--- src/cmg_pkg.sv ---
`timescale 1ns / 1ps
// cmg_pkg: types, constants and small helper functions of the calendar month grid.
// No dependencies; imported by cmg_cfg and calendar_month_grid_unit.
package cmg_pkg;

  // configuration port geometry
  localparam int unsigned CFG_IDX_W  = 2;
  localparam int unsigned CFG_DATA_W = 12;

  // configuration register indexes
  localparam logic [CFG_IDX_W-1:0] REG_SW_YEAR  = 2'd0;
  localparam logic [CFG_IDX_W-1:0] REG_SW_MONTH = 2'd1;
  localparam logic [CFG_IDX_W-1:0] REG_SW_DAY   = 2'd2;

  // legal ranges
  localparam logic [11:0] SW_YEAR_MIN = 12'd1582;
  localparam logic [11:0] SW_YEAR_MAX = 12'd4000;
  localparam logic [3:0]  MONTH_MAX   = 4'd12;
  localparam logic [13:0] YEAR_MAX    = 14'd9999;

  // first year of the first Gregorian 400-year cycle after the reform
  localparam logic [13:0] GREG_EPOCH  = 14'd1601;
  // days dropped by the reform of 1582
  localparam logic [4:0]  SKIP_BASE   = 5'd10;

  // floor(t / 100) = (t * 5243) >> 19, exact for t below 8400
  localparam logic [12:0] DIV100_RECIP = 13'd5243;
  localparam int unsigned DIV100_SHIFT = 19;
  localparam int unsigned QUOT_W       = 7;
  localparam int unsigned PROD_W       = 27;

  typedef struct packed {
    logic [3:0]  month;
    logic [13:0] year;
  } in_t;

  typedef struct packed {
    logic [4:0] day_number;
    logic [2:0] row;
    logic [2:0] column;
    logic       last;
    logic       error;
  } out_t;

  // switch date after range saturation
  typedef struct packed {
    logic [11:0] year;
    logic [3:0]  month;
    logic [4:0]  day;
  } sw_cfg_t;

  // month length with February as 29; zero for codes that are no month
  function automatic logic [4:0] base_len(input logic [3:0] mon);
    logic [4:0] len;
    case (mon)
      4'd2:                         len = 5'd29;
      4'd4, 4'd6, 4'd9, 4'd11:      len = 5'd30;
      4'd1, 4'd3, 4'd5, 4'd7,
      4'd8, 4'd10, 4'd12:           len = 5'd31;
      default:                      len = 5'd0;
    endcase
    return len;
  endfunction

  // x mod 7 by folding octal digits (8 is 1 mod 7)
  function automatic logic [2:0] mod7(input logic [13:0] x);
    logic [4:0] s;
    logic [3:0] t;
    logic [2:0] u;
    s = 5'(x[2:0]) + 5'(x[5:3]) + 5'(x[8:6]) + 5'(x[11:9]) + 5'(x[13:12]);
    t = 4'(s[4:3]) + 4'(s[2:0]);
    u = 3'(t[3]) + t[2:0];
    return (u == 3'd7) ? 3'd0 : u;
  endfunction

  // sum of two residues mod 7
  function automatic logic [2:0] add7(input logic [2:0] a, input logic [2:0] b);
    logic [3:0] s;
    s = 4'(a) + 4'(b);
    return (s >= 4'd7) ? 3'(s - 4'd7) : s[2:0];
  endfunction

endpackage

--- src/cmg_cfg.sv ---
`timescale 1ns / 1ps
// cmg_cfg: switch-date configuration registers and their range saturation.
// Depends on cmg_pkg.
module cmg_cfg (
  input  logic                              clk,
  input  logic                              rst_n,
  input  logic                              cfg_valid,
  output logic                              cfg_ready,
  input  logic [cmg_pkg::CFG_IDX_W-1:0]     cfg_index,
  input  logic [cmg_pkg::CFG_DATA_W-1:0]    cfg_data,
  output cmg_pkg::sw_cfg_t                  sw
);
  import cmg_pkg::*;

  // reset values: British reform of 1752
  localparam logic [11:0] RST_SW_YEAR  = 12'd1752;
  localparam logic [3:0]  RST_SW_MONTH = 4'd9;
  localparam logic [4:0]  RST_SW_DAY   = 5'd3;

  logic [11:0] year_r;
  logic [3:0]  month_r;
  logic [4:0]  day_r;
  logic [3:0]  mon_sat;
  logic [4:0]  day_max;

  assign cfg_ready = 1'b1;

  // register writes
  always_ff @(posedge clk) begin
    if (!rst_n) begin
      year_r  <= RST_SW_YEAR;
      month_r <= RST_SW_MONTH;
      day_r   <= RST_SW_DAY;
    end else if (cfg_valid) begin
      case (cfg_index)
        REG_SW_YEAR:  year_r  <= cfg_data[11:0];
        REG_SW_MONTH: month_r <= cfg_data[3:0];
        REG_SW_DAY:   day_r   <= cfg_data[4:0];
        default: ;
      endcase
    end
  end

  // saturate to legal ranges; day bound follows the saturated month
  always_comb begin
    mon_sat = (month_r == 4'd0) ? 4'd1 : ((month_r > MONTH_MAX) ? MONTH_MAX : month_r);
    day_max = base_len(mon_sat);
    sw.month = mon_sat;
    sw.year  = (year_r < SW_YEAR_MIN) ? SW_YEAR_MIN :
               ((year_r > SW_YEAR_MAX) ? SW_YEAR_MAX : year_r);
    sw.day   = (day_r == 5'd0) ? 5'd1 : ((day_r > day_max) ? day_max : day_r);
  end

endmodule

--- src/calendar_month_grid_unit.sv ---
`timescale 1ns / 1ps
// calendar_month_grid_unit: top level, request sequencer and day emitter.
// Depends on cmg_pkg and cmg_cfg.
//
// For each accepted (month, year) request the block emits one transfer per printed
// day: day number, grid row and weekday column (0 is Sunday), with last set on the
// final one. Years up to the switch year are Julian, later years Gregorian; the days
// dropped at the switch are left out, also when they run into the next month or the
// next January. A bad month or year gives a single transfer with error and last set.
// A request passes S_QG and S_QY, which reuse a constant multiplier for the divisions
// by 100, and S_LEN; then one shared mod-7 adder sums the lengths of the months before
// the requested one, one month per cycle, and then steps the weekday column once per
// emitted day. An error request goes straight to S_ERR. Input is stalled for the whole
// request. A fully skipped month gives no transfer at all.
module calendar_month_grid_unit (
  input  logic                              clk,
  input  logic                              rst_n,
  // request channel
  input  logic                              in_valid,
  output logic                              in_stall,
  input  cmg_pkg::in_t                      in_data,
  // result channel
  output logic                              out_valid,
  input  logic                              out_stall,
  output cmg_pkg::out_t                     out_data,
  // configuration write channel
  input  logic                              cfg_valid,
  output logic                              cfg_ready,
  input  logic [cmg_pkg::CFG_IDX_W-1:0]     cfg_index,
  input  logic [cmg_pkg::CFG_DATA_W-1:0]    cfg_data
);
  import cmg_pkg::*;

  typedef enum logic [2:0] {
    S_IDLE,   // wait for a request
    S_QG,     // divide switch year offset by 100
    S_QY,     // divide request year offset by 100, skip count
    S_LEN,    // February, overflow, carried skip, Jan 1 weekday
    S_SUM,    // add lengths of earlier months, one per cycle
    S_ADJ,    // skip correction, load emitter
    S_EMIT,   // one day per transfer
    S_ERR     // single error transfer
  } state_t;

  sw_cfg_t     sw;
  state_t      state_r;

  logic [3:0]  m_r;
  logic [13:0] y_r;
  logic [11:0] yg_r;
  logic [3:0]  mg_r;
  logic [4:0]  dg_r;
  logic [QUOT_W-1:0] qg_r, qy_r;
  logic [4:0]  sg_r;
  logic        lg_r, cnq_g_r;
  logic        is_sw_r, is_nx_r, feb29_r, ovf_r;
  logic [4:0]  skip_r;
  logic [2:0]  acc_r;
  logic [3:0]  k_r;
  logic [4:0]  day_r, end_r;
  logic [2:0]  row_r;

  function automatic logic [4:0] month_len(input logic [3:0] mon, input logic leap);
    return (mon == 4'd2) ? (5'd28 + 5'(leap)) : base_len(mon);
  endfunction

  cmg_cfg u_cfg (
    .clk       (clk),
    .rst_n     (rst_n),
    .cfg_valid (cfg_valid),
    .cfg_ready (cfg_ready),
    .cfg_index (cfg_index),
    .cfg_data  (cfg_data),
    .sw        (sw)
  );

  // request check
  logic bad_req;
  assign bad_req = (in_data.month == 4'd0) || (in_data.month > MONTH_MAX) ||
                   (in_data.year == 14'd0) || (in_data.year > YEAR_MAX);

  // shared divide-by-100 multiplier
  logic [13:0]       yg_ext, t_g, t_y, mul_in;
  logic [PROD_W-1:0] prod;
  logic [QUOT_W-1:0] quot;
  assign yg_ext = {2'b00, yg_r};
  assign t_g    = (yg_ext >= GREG_EPOCH) ? (yg_ext - GREG_EPOCH) : 14'd0;
  assign t_y    = (y_r >= GREG_EPOCH) ? (y_r - GREG_EPOCH) : 14'd0;
  assign mul_in = (state_r == S_QG) ? t_g : t_y;
  assign prod   = PROD_W'(mul_in) * PROD_W'(DIV100_RECIP);
  assign quot   = prod[DIV100_SHIFT +: QUOT_W];

  // century years that are Julian but not Gregorian leap years
  logic [13:0] r_g, r_y;
  logic        cnq_g, cnq_y;
  assign r_g   = t_g - (14'(qg_r) * 14'd100);
  assign r_y   = t_y - (14'(qy_r) * 14'd100);
  assign cnq_g = (yg_ext >= GREG_EPOCH) && (r_g == 14'd99) && (qg_r[1:0] != 2'd3);
  assign cnq_y = (y_r >= GREG_EPOCH) && (r_y == 14'd99) && (qy_r[1:0] != 2'd3);

  // days dropped at the switch, plus the Julian-only leap day when it lies before it
  logic [4:0] sg_base, sg_nxt;
  logic       lg_nxt;
  assign sg_base = 5'(qg_r - (qg_r >> 2)) + SKIP_BASE;
  assign lg_nxt  = cnq_g && ((mg_r >= 4'd3) ||
                   ((mg_r == 4'd2) && ((6'(dg_r) + 6'(sg_base)) > 6'd28)));
  assign sg_nxt  = sg_base + 5'(lg_nxt);

  // year class, February and carried skip
  logic       is_sw, is_nx, after, feb29_nxt, ovf_nxt;
  logic [4:0] full_mg, skip_nxt;
  logic [5:0] dg_sg;
  assign is_sw   = (y_r == yg_ext);
  assign is_nx   = (y_r == (yg_ext + 14'd1));
  assign after   = (y_r > yg_ext);
  assign dg_sg   = 6'(dg_r) + 6'(sg_r);

  always_comb begin
    if (is_sw) begin
      feb29_nxt = (yg_r[1:0] == 2'd0) && (lg_r || !cnq_g_r);
    end else if (!after) begin
      feb29_nxt = (y_r[1:0] == 2'd0);
    end else begin
      feb29_nxt = (y_r[1:0] == 2'd0) && !cnq_y;
    end
    full_mg = month_len(mg_r, feb29_nxt);
    ovf_nxt = is_sw && (6'(full_mg) < dg_sg);
    if (ovf_nxt) begin
      skip_nxt = 5'(dg_sg - 6'(full_mg) - 6'd1);
    end else if (is_nx && (mg_r == MONTH_MAX) && (dg_sg > 6'd32)) begin
      skip_nxt = 5'(dg_sg - 6'd32);
    end else begin
      skip_nxt = 5'd0;
    end
  end

  // weekday of January 1
  logic [7:0]  corr;
  logic [14:0] wsum;
  logic [2:0]  wd_nxt;
  assign corr   = after ? (8'd88 + 8'(qy_r >> 2) - 8'(qy_r)) : 8'd0;
  assign wsum   = 15'(y_r) + ((15'(y_r) + 15'd3) >> 2) + 15'd4 + 15'(corr);
  assign wd_nxt = mod7(wsum[13:0]);

  // month-length operand for the accumulation loop
  logic       mgm;
  logic [4:0] len_k, full_m, mgp1;
  assign mgm    = is_sw_r && (m_r == mg_r);
  assign full_m = month_len(m_r, feb29_r);
  assign mgp1   = 5'(mg_r) + 5'd1;

  always_comb begin
    if (is_sw_r && (k_r == mg_r)) begin
      len_k = ovf_r ? (dg_r - 5'd1) : (month_len(mg_r, feb29_r) - sg_r);
    end else begin
      len_k = month_len(k_r, feb29_r);
    end
  end

  // skip correction for months after the switch
  logic [2:0] skip7, adj7;
  assign skip7 = mod7(14'(skip_r));
  always_comb begin
    if (is_sw_r && (5'(m_r) > mgp1)) begin
      adj7 = (skip7 == 3'd0) ? 3'd0 : (3'd7 - skip7);
    end else if (is_nx_r && (m_r == 4'd1)) begin
      adj7 = skip7;
    end else begin
      adj7 = 3'd0;
    end
  end

  // shared mod-7 adder
  logic [2:0] alu_b, alu_out;
  always_comb begin
    case (state_r)
      S_SUM:   alu_b = mod7(14'(len_k));
      S_ADJ:   alu_b = adj7;
      S_EMIT:  alu_b = 3'd1;
      default: alu_b = 3'd0;
    endcase
  end
  assign alu_out = add7(acc_r, alu_b);

  // emitter setup: first day, last day
  logic [4:0] start_day, end_day;
  always_comb begin
    end_day = (mgm && ovf_r) ? (dg_r - 5'd1) : full_m;
    if (mgm && (dg_r == 5'd1)) begin
      start_day = sg_r + 5'd1;
    end else if ((is_sw_r && (5'(m_r) == mgp1)) || (is_nx_r && (m_r == 4'd1))) begin
      start_day = skip_r + 5'd1;
    end else begin
      start_day = 5'd1;
    end
  end

  // next printed day, jumping over the switch gap
  logic [5:0] next_day;
  logic       last_day;
  always_comb begin
    next_day = 6'(day_r) + 6'd1;
    if (mgm && (next_day == 6'(dg_r))) begin
      next_day = next_day + 6'(sg_r);
    end
    last_day = (next_day > 6'(end_r));
  end

  // sequencer
  always_ff @(posedge clk) begin
    if (!rst_n) begin
      state_r <= S_IDLE;
    end else begin
      case (state_r)
        S_IDLE: begin
          if (in_valid) begin
            m_r     <= in_data.month;
            y_r     <= in_data.year;
            yg_r    <= sw.year;
            mg_r    <= sw.month;
            dg_r    <= sw.day;
            state_r <= bad_req ? S_ERR : S_QG;
          end
        end
        S_QG: begin
          qg_r    <= quot;
          state_r <= S_QY;
        end
        S_QY: begin
          qy_r    <= quot;
          sg_r    <= sg_nxt;
          lg_r    <= lg_nxt;
          cnq_g_r <= cnq_g;
          state_r <= S_LEN;
        end
        S_LEN: begin
          is_sw_r <= is_sw;
          is_nx_r <= is_nx;
          feb29_r <= feb29_nxt;
          ovf_r   <= ovf_nxt;
          skip_r  <= skip_nxt;
          acc_r   <= wd_nxt;
          k_r     <= 4'd1;
          state_r <= S_SUM;
        end
        S_SUM: begin
          if (k_r < m_r) begin
            acc_r <= alu_out;
            k_r   <= k_r + 4'd1;
          end else begin
            state_r <= S_ADJ;
          end
        end
        S_ADJ: begin
          acc_r   <= alu_out;
          day_r   <= start_day;
          end_r   <= end_day;
          row_r   <= 3'd0;
          state_r <= (end_day == 5'd0) ? S_IDLE : S_EMIT;
        end
        S_EMIT: begin
          if (!out_stall) begin
            if (last_day) begin
              state_r <= S_IDLE;
            end else begin
              day_r <= next_day[4:0];
              acc_r <= alu_out;
              if (alu_out == 3'd0) begin
                row_r <= row_r + 3'd1;
              end
            end
          end
        end
        S_ERR: begin
          if (!out_stall) begin
            state_r <= S_IDLE;
          end
        end
        default: state_r <= S_IDLE;
      endcase
    end
  end

  // ports
  assign in_stall  = (state_r != S_IDLE);
  assign out_valid = (state_r == S_EMIT) || (state_r == S_ERR);

  always_comb begin
    out_data = '0;
    if (state_r == S_ERR) begin
      out_data.last  = 1'b1;
      out_data.error = 1'b1;
    end else begin
      out_data.day_number = day_r;
      out_data.row        = row_r;
      out_data.column     = acc_r;
      out_data.last       = last_day;
    end
  end

  // checks
  a_busy_while_out: assert property (@(posedge clk) disable iff (!rst_n)
    out_valid |-> in_stall)
    else $error("result offered while request channel open");

  a_err_shape: assert property (@(posedge clk) disable iff (!rst_n)
    (out_valid && out_data.error) |-> (out_data.last && (out_data.day_number == 5'd0)))
    else $error("error result not single and empty");

  a_cont: assert property (@(posedge clk) disable iff (!rst_n)
    (out_valid && !out_stall && !out_data.last) |=> out_valid)
    else $error("day sequence broken before last");

  a_grid: assert property (@(posedge clk) disable iff (!rst_n)
    (out_valid && !out_data.error) |-> ((out_data.column <= 3'd6) && (out_data.row <= 3'd5)))
    else $error("cell outside six-row grid");

  a_reopen: assert property (@(posedge clk) disable iff (!rst_n)
    (out_valid && !out_stall && out_data.last) |=> !in_stall)
    else $error("request channel not reopened after last transfer");

endmodule
--- config.mk ---
export PLATFORM = sky130hd
export DESIGN_NAME = calendar_month_grid_unit
export DESIGN_NICKNAME = d
export VERILOG_FILES = /design/src/cmg_pkg.sv /design/src/cmg_cfg.sv /design/src/calendar_month_grid_unit.sv
export SDC_FILE = /design/constraint.sdc
export NUM_CORES = 1
export LEC_CHECK = 0
export BUFFER_PORTS_ARGS = -buffer_cell sky130_fd_sc_hd__buf_2
export CORE_MARGIN = 2
export CORE_UTILIZATION = 45
export DETAILED_ROUTE_END_ITERATION = 10
export HOLD_SLACK_MARGIN = 0.03
export PLACE_DENSITY = 0.68
export SLEW_MARGIN = 20
export SYNTH_ARGS = -nofsm -noshare
export SYNTH_HDL_FRONTEND = slang
export SYNTH_SLANG_ARGS = --single-unit
--- constraint.sdc ---
create_clock -name clk -period 9.2 [get_ports clk]
set_input_delay 2.76 -clock clk [delete_from_list [all_inputs] [get_ports clk]]
set_output_delay 2.76 -clock clk [all_outputs]
set_load 0.1 [all_outputs]
# Yosys cells after proc, flatten, opt, wreduce, memory -nomap -nowiden
# Memories as Yosys holds them, arrays and structs flattened. A register that Yosys moved wholly into a read port is not among the register bits.
# Cells that the tools add are included.
word_totals:
  register_bits: 113
  mem_bits_ro: 400
  input_bits: 37
  word_cells: 247
  memories: 5
op_classes:
  addsub: 45
  multipliers: 3
  magnitude_cmp: 17
  eq_ne: 36
  n_mux: 59
  n_reduce_logical: 57
mem_list:
  columns: ["name", "words", "word_bits", "rd", "rd_clocked_by_memory_dff", "wr", "line_no", "text"]
  rows:
  - ["(no name shown)", 16, 5, 1, 1, 0, "cmg_pkg.sv:55", "case (mon)"]
  - ["(no name shown)", 16, 5, 1, 1, 0, "cmg_pkg.sv:55", null]
  - ["(no name shown)", 16, 5, 1, 1, 0, "cmg_pkg.sv:55", null]
  - ["(no name shown)", 16, 5, 1, 1, 0, "cmg_pkg.sv:55", null]
  - ["(no name shown)", 16, 5, 1, 0, 0, "cmg_pkg.sv:55", null]
op_table:
  columns: ["op", "n"]
  rows:
  - ["5-bit two-way mux", 15]
  - ["3-bit two-way mux", 20]
  - ["14-bit two-way mux", 3]
  - ["14-bit by 7-bit == test with 1-bit output, second input constant", 2]
  - ["4-bit two-way mux", 7]
  - ["14-bit subtractor", 2]
  - ["14-bit by 13-bit multiplier with 26-bit output, second input constant", 1]
  - ["7-bit by 5-bit multiplier with 12-bit output, second input constant", 2]
  - ["3-bit case mux with 8 select lines", 1]
  - ["3-bit == test, second input constant", 7]
  - ["2-bit inequality test, second input constant", 10]
  - ["1-bit logical AND", 19]
  - ["14-bit by 2-bit adder with 15-bit output, second input constant", 1]
  - ["5-bit AND reduction", 3]
  - ["5-bit by 1-bit subtractor with 5-bit output, second input constant", 3]
  - ["5-bit subtractor", 3]
  - ["14-bit by 13-bit adder with 14-bit output", 1]
  - ["14-bit by 3-bit adder with 14-bit output, second input constant", 1]
  - ["14-bit by 8-bit adder with 14-bit output", 1]
  - ["14-bit by 12-bit == test with 1-bit output", 1]
  - ["14-bit by 13-bit == test with 1-bit output", 1]
  - ["14-bit by 11-bit greater-or-equal comparator with 1-bit output, second input constant", 1]
  - ["14-bit by 12-bit > comparator with 1-bit output", 1]
  - ["14-bit > comparator, second input constant", 1]
  - ["73 further kinds", 110]

# Longest topological paths before layout
depth:
  word_depth: 21
  depth_mapped: 38

# By module
# Synthesis repeated with hierarchy kept, for this count alone.
unflattened:
  hier_cells: 1793
  hier_area_um2: 16442.0
modules_own_cells:
  columns: ["mod", "n_inst", "cells_per_inst", "area_each_um2", "seq_area_each_um2"]
  rows:
  - ["calendar_month_grid_unit", 1, 1645, 15250.9, 2912.8]
  - ["cmg_cfg", 1, 148, 1191.1, 420.4]

# Worst setup path before layout
# OpenSTA, ideal clock, no wires.
synth_path:
  path_type: "reg-to-reg"
  start: "reg y_r[0]"
  end: "reg acc_r[0], data pin"
  arrival_ns: 7.743
  t_required_ns: 8.938
  path_slack_ns: 1.195
  stages_incl_launch_ff: 34
  n_path_buf: 1
  synth_period_minus_slack_ns: 8.005
  path_cell_list: "edfxtp_1 -> clkbuf_1 -> inv_1 -> ha_1 -> nand4_1 -> or4_1 -> inv_1 -> a21oi_1 -> a41oi_1 -> or2_2 -> ha_1 -> fa_1 -> inv_1 -> ha_1 -> fa_1 -> a21o_1 -> a21oi_1 -> xnor2_1 -> fa_1 -> fa_1 -> fa_1 -> fa_1 -> nor2b_1 -> o21ai_0 -> nand2b_1 -> inv_1 -> fa_1 -> inv_1 -> ha_1 -> xnor2_1 -> xnor2_1 -> nand2_1 -> nand3_1 -> o21ai_0"
synth_via:
  elab_chain_len: 13
  elab_cells_between_ends: 15
  cone_classes: "add/sub (10); order compare (1); eq/ne (1); mux (3)"
synth_rtl:
  columns: ["item", "line_no", "text"]
  rows:
  - ["start, declared", "calendar_month_grid_unit.sv:49", "logic [13:0] y_r;"]
  - ["start signal, assigned", "calendar_month_grid_unit.sv:218", "y_r <= in_data.year;"]
  - ["14-bit by 2-bit adder with 15-bit output", "calendar_month_grid_unit.sv:142", "assign wsum = 15'(y_r) + ((15'(y_r) + 15'd3) >> 2) + 15'd4 + 15'(corr);"]
  - ["14-bit by 13-bit adder with 14-bit output", "calendar_month_grid_unit.sv:142", null]
  - ["14-bit by 3-bit adder with 14-bit output", "calendar_month_grid_unit.sv:142", null]
  - ["14-bit by 8-bit adder with 14-bit output (*)", "calendar_month_grid_unit.sv:142", null]
  - ["3-bit by 3-bit adder with 4-bit output", "cmg_pkg.sv:70", "s = 5'(x[2:0]) + 5'(x[5:3]) + 5'(x[8:6]) + 5'(x[11:9]) + 5'(x[13:12]);"]
  - ["4-bit by 3-bit adder with 5-bit output", "cmg_pkg.sv:70", null]
  - ["5-bit by 3-bit adder with 5-bit output", "cmg_pkg.sv:70", null]
  - ["5-bit by 2-bit adder with 5-bit output (*)", "cmg_pkg.sv:70", null]
  - ["2-bit by 3-bit adder with 4-bit output (*)", "cmg_pkg.sv:71", "t = 4'(s[4:3]) + 4'(s[2:0]);"]
  - ["1-bit by 3-bit adder with 3-bit output (*)", "cmg_pkg.sv:72", "u = 3'(t[3]) + t[2:0];"]
  - ["3-bit == test", "cmg_pkg.sv:73", "return (u == 3'd7) ? 3'd0 : u;"]
  - ["3-bit two-way mux (*)", "cmg_pkg.sv:73", null]
  - ["3-bit case mux with 4 select lines (*)", "calendar_month_grid_unit.sv:214", "case (state_r)"]
  - ["end signal, assigned", "calendar_month_grid_unit.sv:242", "acc_r <= wd_nxt;"]
  - ["end signal, assigned", "calendar_month_grid_unit.sv:248", "acc_r <= alu_out;"]
  - ["end signal, assigned", "calendar_month_grid_unit.sv:255", "acc_r <= alu_out;"]
  - ["end, declared", "calendar_month_grid_unit.sv:58", "logic [2:0] acc_r;"]
# Mark *: on every way between the ends. The rest lies on a longest branch, timed or not.
# A chain may end at the register's enable or synchronous reset.

# Worst setup path after layout
# Ends and elaborated chain as after synthesis.

==> run summary <==
The proportion of layout cells with a drive suffix above 1 is 0.0688, and the number of antenna violations at the first check in global routing is 5. For this run, the leading register cell type out of synthesis is edfxtp_1. The effective utilization at floorplan is 0.453, and the count of cells along the worst register-to-register path is 33. The total of max-cap violations was 0; the mean instance size in the synthesized netlist was 9.12 µm². The transition time at the pin with the least slew margin works out to 1.12 ns. In this run, the number of DRC markers left after iteration 0 of detailed routing was 784. The kind of end point of the critical path is a flip-flop. The run gives 3382 as the number of fillers in the final layout. Once detailed placement completed, the half-perimeter wirelength came to 33.1 mm. The multi-input combinational cells in the finished layout cover a total of 12000 µm².

Clock skew on the completed layout was measured at 0.0134 ns. For this run, the top clock speed supported by timing is 116 MHz. Hold-critical path depth: 2.

The count of buffering cells on the critical path with inverters included is 3. Setup repair after global routing left no endpoint under its margin. The run gives 0 ns as the setup TNS. The routed layout has 12.9k vias.

The relative slew slack was 0.249. Setup slack on the critical path of the routed design comes to 0.563 ns. The total overflow left after global routing is 0. TritonCTS built the clock tree.

After detailed routing, the number of vias per cell comes to 5.52. The run gives 0 as the count of final hold-check violations. The cell area that synthesis handed to floorplanning was 16400 µm². The run gives 0 as the quantity of hold-fixing buffers added after cts. Clock tree synthesis found a total of 122 sinks. Summing all flip-flop and latch instances after layout gives 3330 µm². The H-tree generated during clock tree synthesis spans 4 levels. After floorplanning, the core was divided into 70 placement rows.

The run gives 0.397 ns as the pre-CTS setup slack. The period utilization was 0.939. The async set-reset flop share out of synthesis was 0.

The slowest stage of the critical path belongs to the cell or4_1. The flow ran to the end, and the final reports show no timing, DRC or antenna violations. The core region is 36300 µm². The tools report the number of clock buffers inserted by TritonCTS as 17.

Synthesis inferred 122 register bits. Die boundary width: 195 µm. Buffers placed on the I/O ports in this run total 51.

Floorplan die area: 38100 µm². Subtracting the final worst setup slack from the clock period gives 8.64 ns. Yosys mapped the design onto 83 distinct sky130hd cell types. The final net count is 2288, and the maximum fanout along the worst path is 11. The total wire length after detailed routing came out at 39.8 mm.

Most frequent cell after synthesis: ha_1. The number of global-route vias before repair was 13.1k; the number of synthesized flops with an enable pin was 89. The kind of critical path is flip-flop to flip-flop. Data arrives at the worst endpoint at 8.82 ns. At the worst endpoint, the required time is 9.38 ns. The overall die height came out at 195 µm.

The detail route stage leaves a number of antenna-violating nets equal to 0. Post-synthesis to final-layout area growth: 8.22%. The share of the synthesized area in the top cell type is 0.236.

The first global-routing pass estimated 66.0 mm of wire. The count of warnings emitted by yosys is 0. Sorting the synthesized cells by how often they occur yields ha_1, inv_1, nand2_1. The logs give 5 for the number of iterations in the first detailed-routing pass and 1803 for the number of instances in the synthesized netlist. The biggest area contributor in the post-synthesis netlist is ha_1. Entering global routing, the biggest net connects 40 pins. The min-delay analysis places its worst path in the category flip-flop to flip-flop. The average wire per standard cell was 17.1 µm. The clock reaches the later pin of the worst-skew pair after 0.43 ns. Setup violations remaining at the end of the flow were counted as 0. Yosys attributes the largest share of cell area to ha_1, edfxtp_1, fa_1. The critical path's largest stage delay was 0.64 ns; the cell depth of the worst setup path was 33. On the final layout, the worst hold slack is 0.458 ns. Routability-driven placement finished with a final weighted congestion of 0.905.

The worst setup path is launched from a flip-flop. The top cell family by delay on the critical path is adder cells. The tools report the count of pins over their slew limit as 0. Clock tree synthesis selected as its root buffer the cell clkbuf_16. The count of pins on the block boundary is 53, and the post-route DRC violation count is 0.

The run gives 0.203 as the part of the Yosys area used for sequential elements. After clock tree synthesis, the clock-pin slew on the worst setup and hold paths is 0.06 ns. In this run the deepest clock path goes through 2 buffers. The tools report the overall routing resource usage as 0.216.
## cells by family after synthesis
logic type      after synthesis  share of synthesized area
compound gates              323                      0.129
xor+xnor                    146                     0.0795
fa+ha+maj                   404                      0.350
buf+inv                     304                     0.0720
flops                       122                      0.203
mux                          42                     0.0260
other cells                   2                   0.000457
simple gates                460                      0.140
## worst paths after layout
path	from	slack, ns	to
worst max register to register	y_r[0]	0.56	acc_r[0]
worst min-delay path	u_cfg.year_r[5]	0.46	u_cfg.year_r[5]
worst min register to register	u_cfg.year_r[5]	0.46	u_cfg.year_r[5]
worst max-delay path	y_r[0]	0.56	acc_r[0]
## cell type report
type | count | area share
antenna | 2 | 0.000281
clock buffer | 25 | 0.0285
clock inverter | 7 | 0.00211
inverter | 256 | 0.0540
multi-input combinational | 1379 | 0.672
sequential | 122 | 0.187
tap | 468 | 0.0329
timing repair buffer | 71 | 0.0228
## flip-flops by register name, indices dropped and copies added, names as in the netlist, 7 cells and up, named ones only
register and cells:
y_r 14, u_cfg.year_r 12, yg_r 12, qg_r 7
qy_r 7
## worst min-delay path: cells and delay by family (launching register included)
kind / cells / cell delay, ns
compound gates: 1 / 0.05
flops: 1 / 0.31
simple gates: 1 / 0.05
## metrics by stage
stage          instance area (µm²)  utilization  instances
2_1_floorplan                16400            -       1805
3_3_place_gp                 17200        0.475       2296
3_5_place_dp                 17200        0.475       2296
4_1_cts                      17800        0.490       2328
5_1_grt                      17800        0.491       2328
6_report                     17800        0.491       2330
## routing by layer
metal	wire, µm	global-route usage	vias up
li1	-	-	6361
met1	18000	0.275	6127
met2	18400	0.360	287
met3	2010	0.0415	89
met4	1440	0.0888	6
met5	41	0	-
## layout by cell type (no fill, tap or decap), types with 6 or more instances in the layout
master / instances
a2111oi_0: 9
a211oi_1: 11
a21o_1: 31
a21oi_1: 95
a31oi_1: 14
and2_1: 11
and3_1: 17
buf_2: 51
buf_4: 20
clkbuf_16: 18
dfxtp_1: 33
edfxtp_1: 89
fa_1: 94
ha_1: 310
inv_1: 254
mux2i_1: 37
nand2_1: 117
nand2b_1: 23
nand3_1: 43
nand4_1: 14
nor2_1: 111
nor2b_1: 32
nor3_1: 30
nor4_1: 10
o211ai_1: 9
o21a_1: 12
o21ai_0: 63
o21ai_1: 6
o21bai_1: 10
o31ai_1: 6
or2_2: 6
or3_1: 11
or4_1: 6
xnor2_1: 91
xor2_1: 53
## repair_timing
item	CTS	global route
setup endpoints to repair	0	3
gates resized for setup	0	1
buffers inserted	0	0
Power is not shown: default switching activity piles up to over one toggle a cycle in this logic, so the estimate is an artifact.
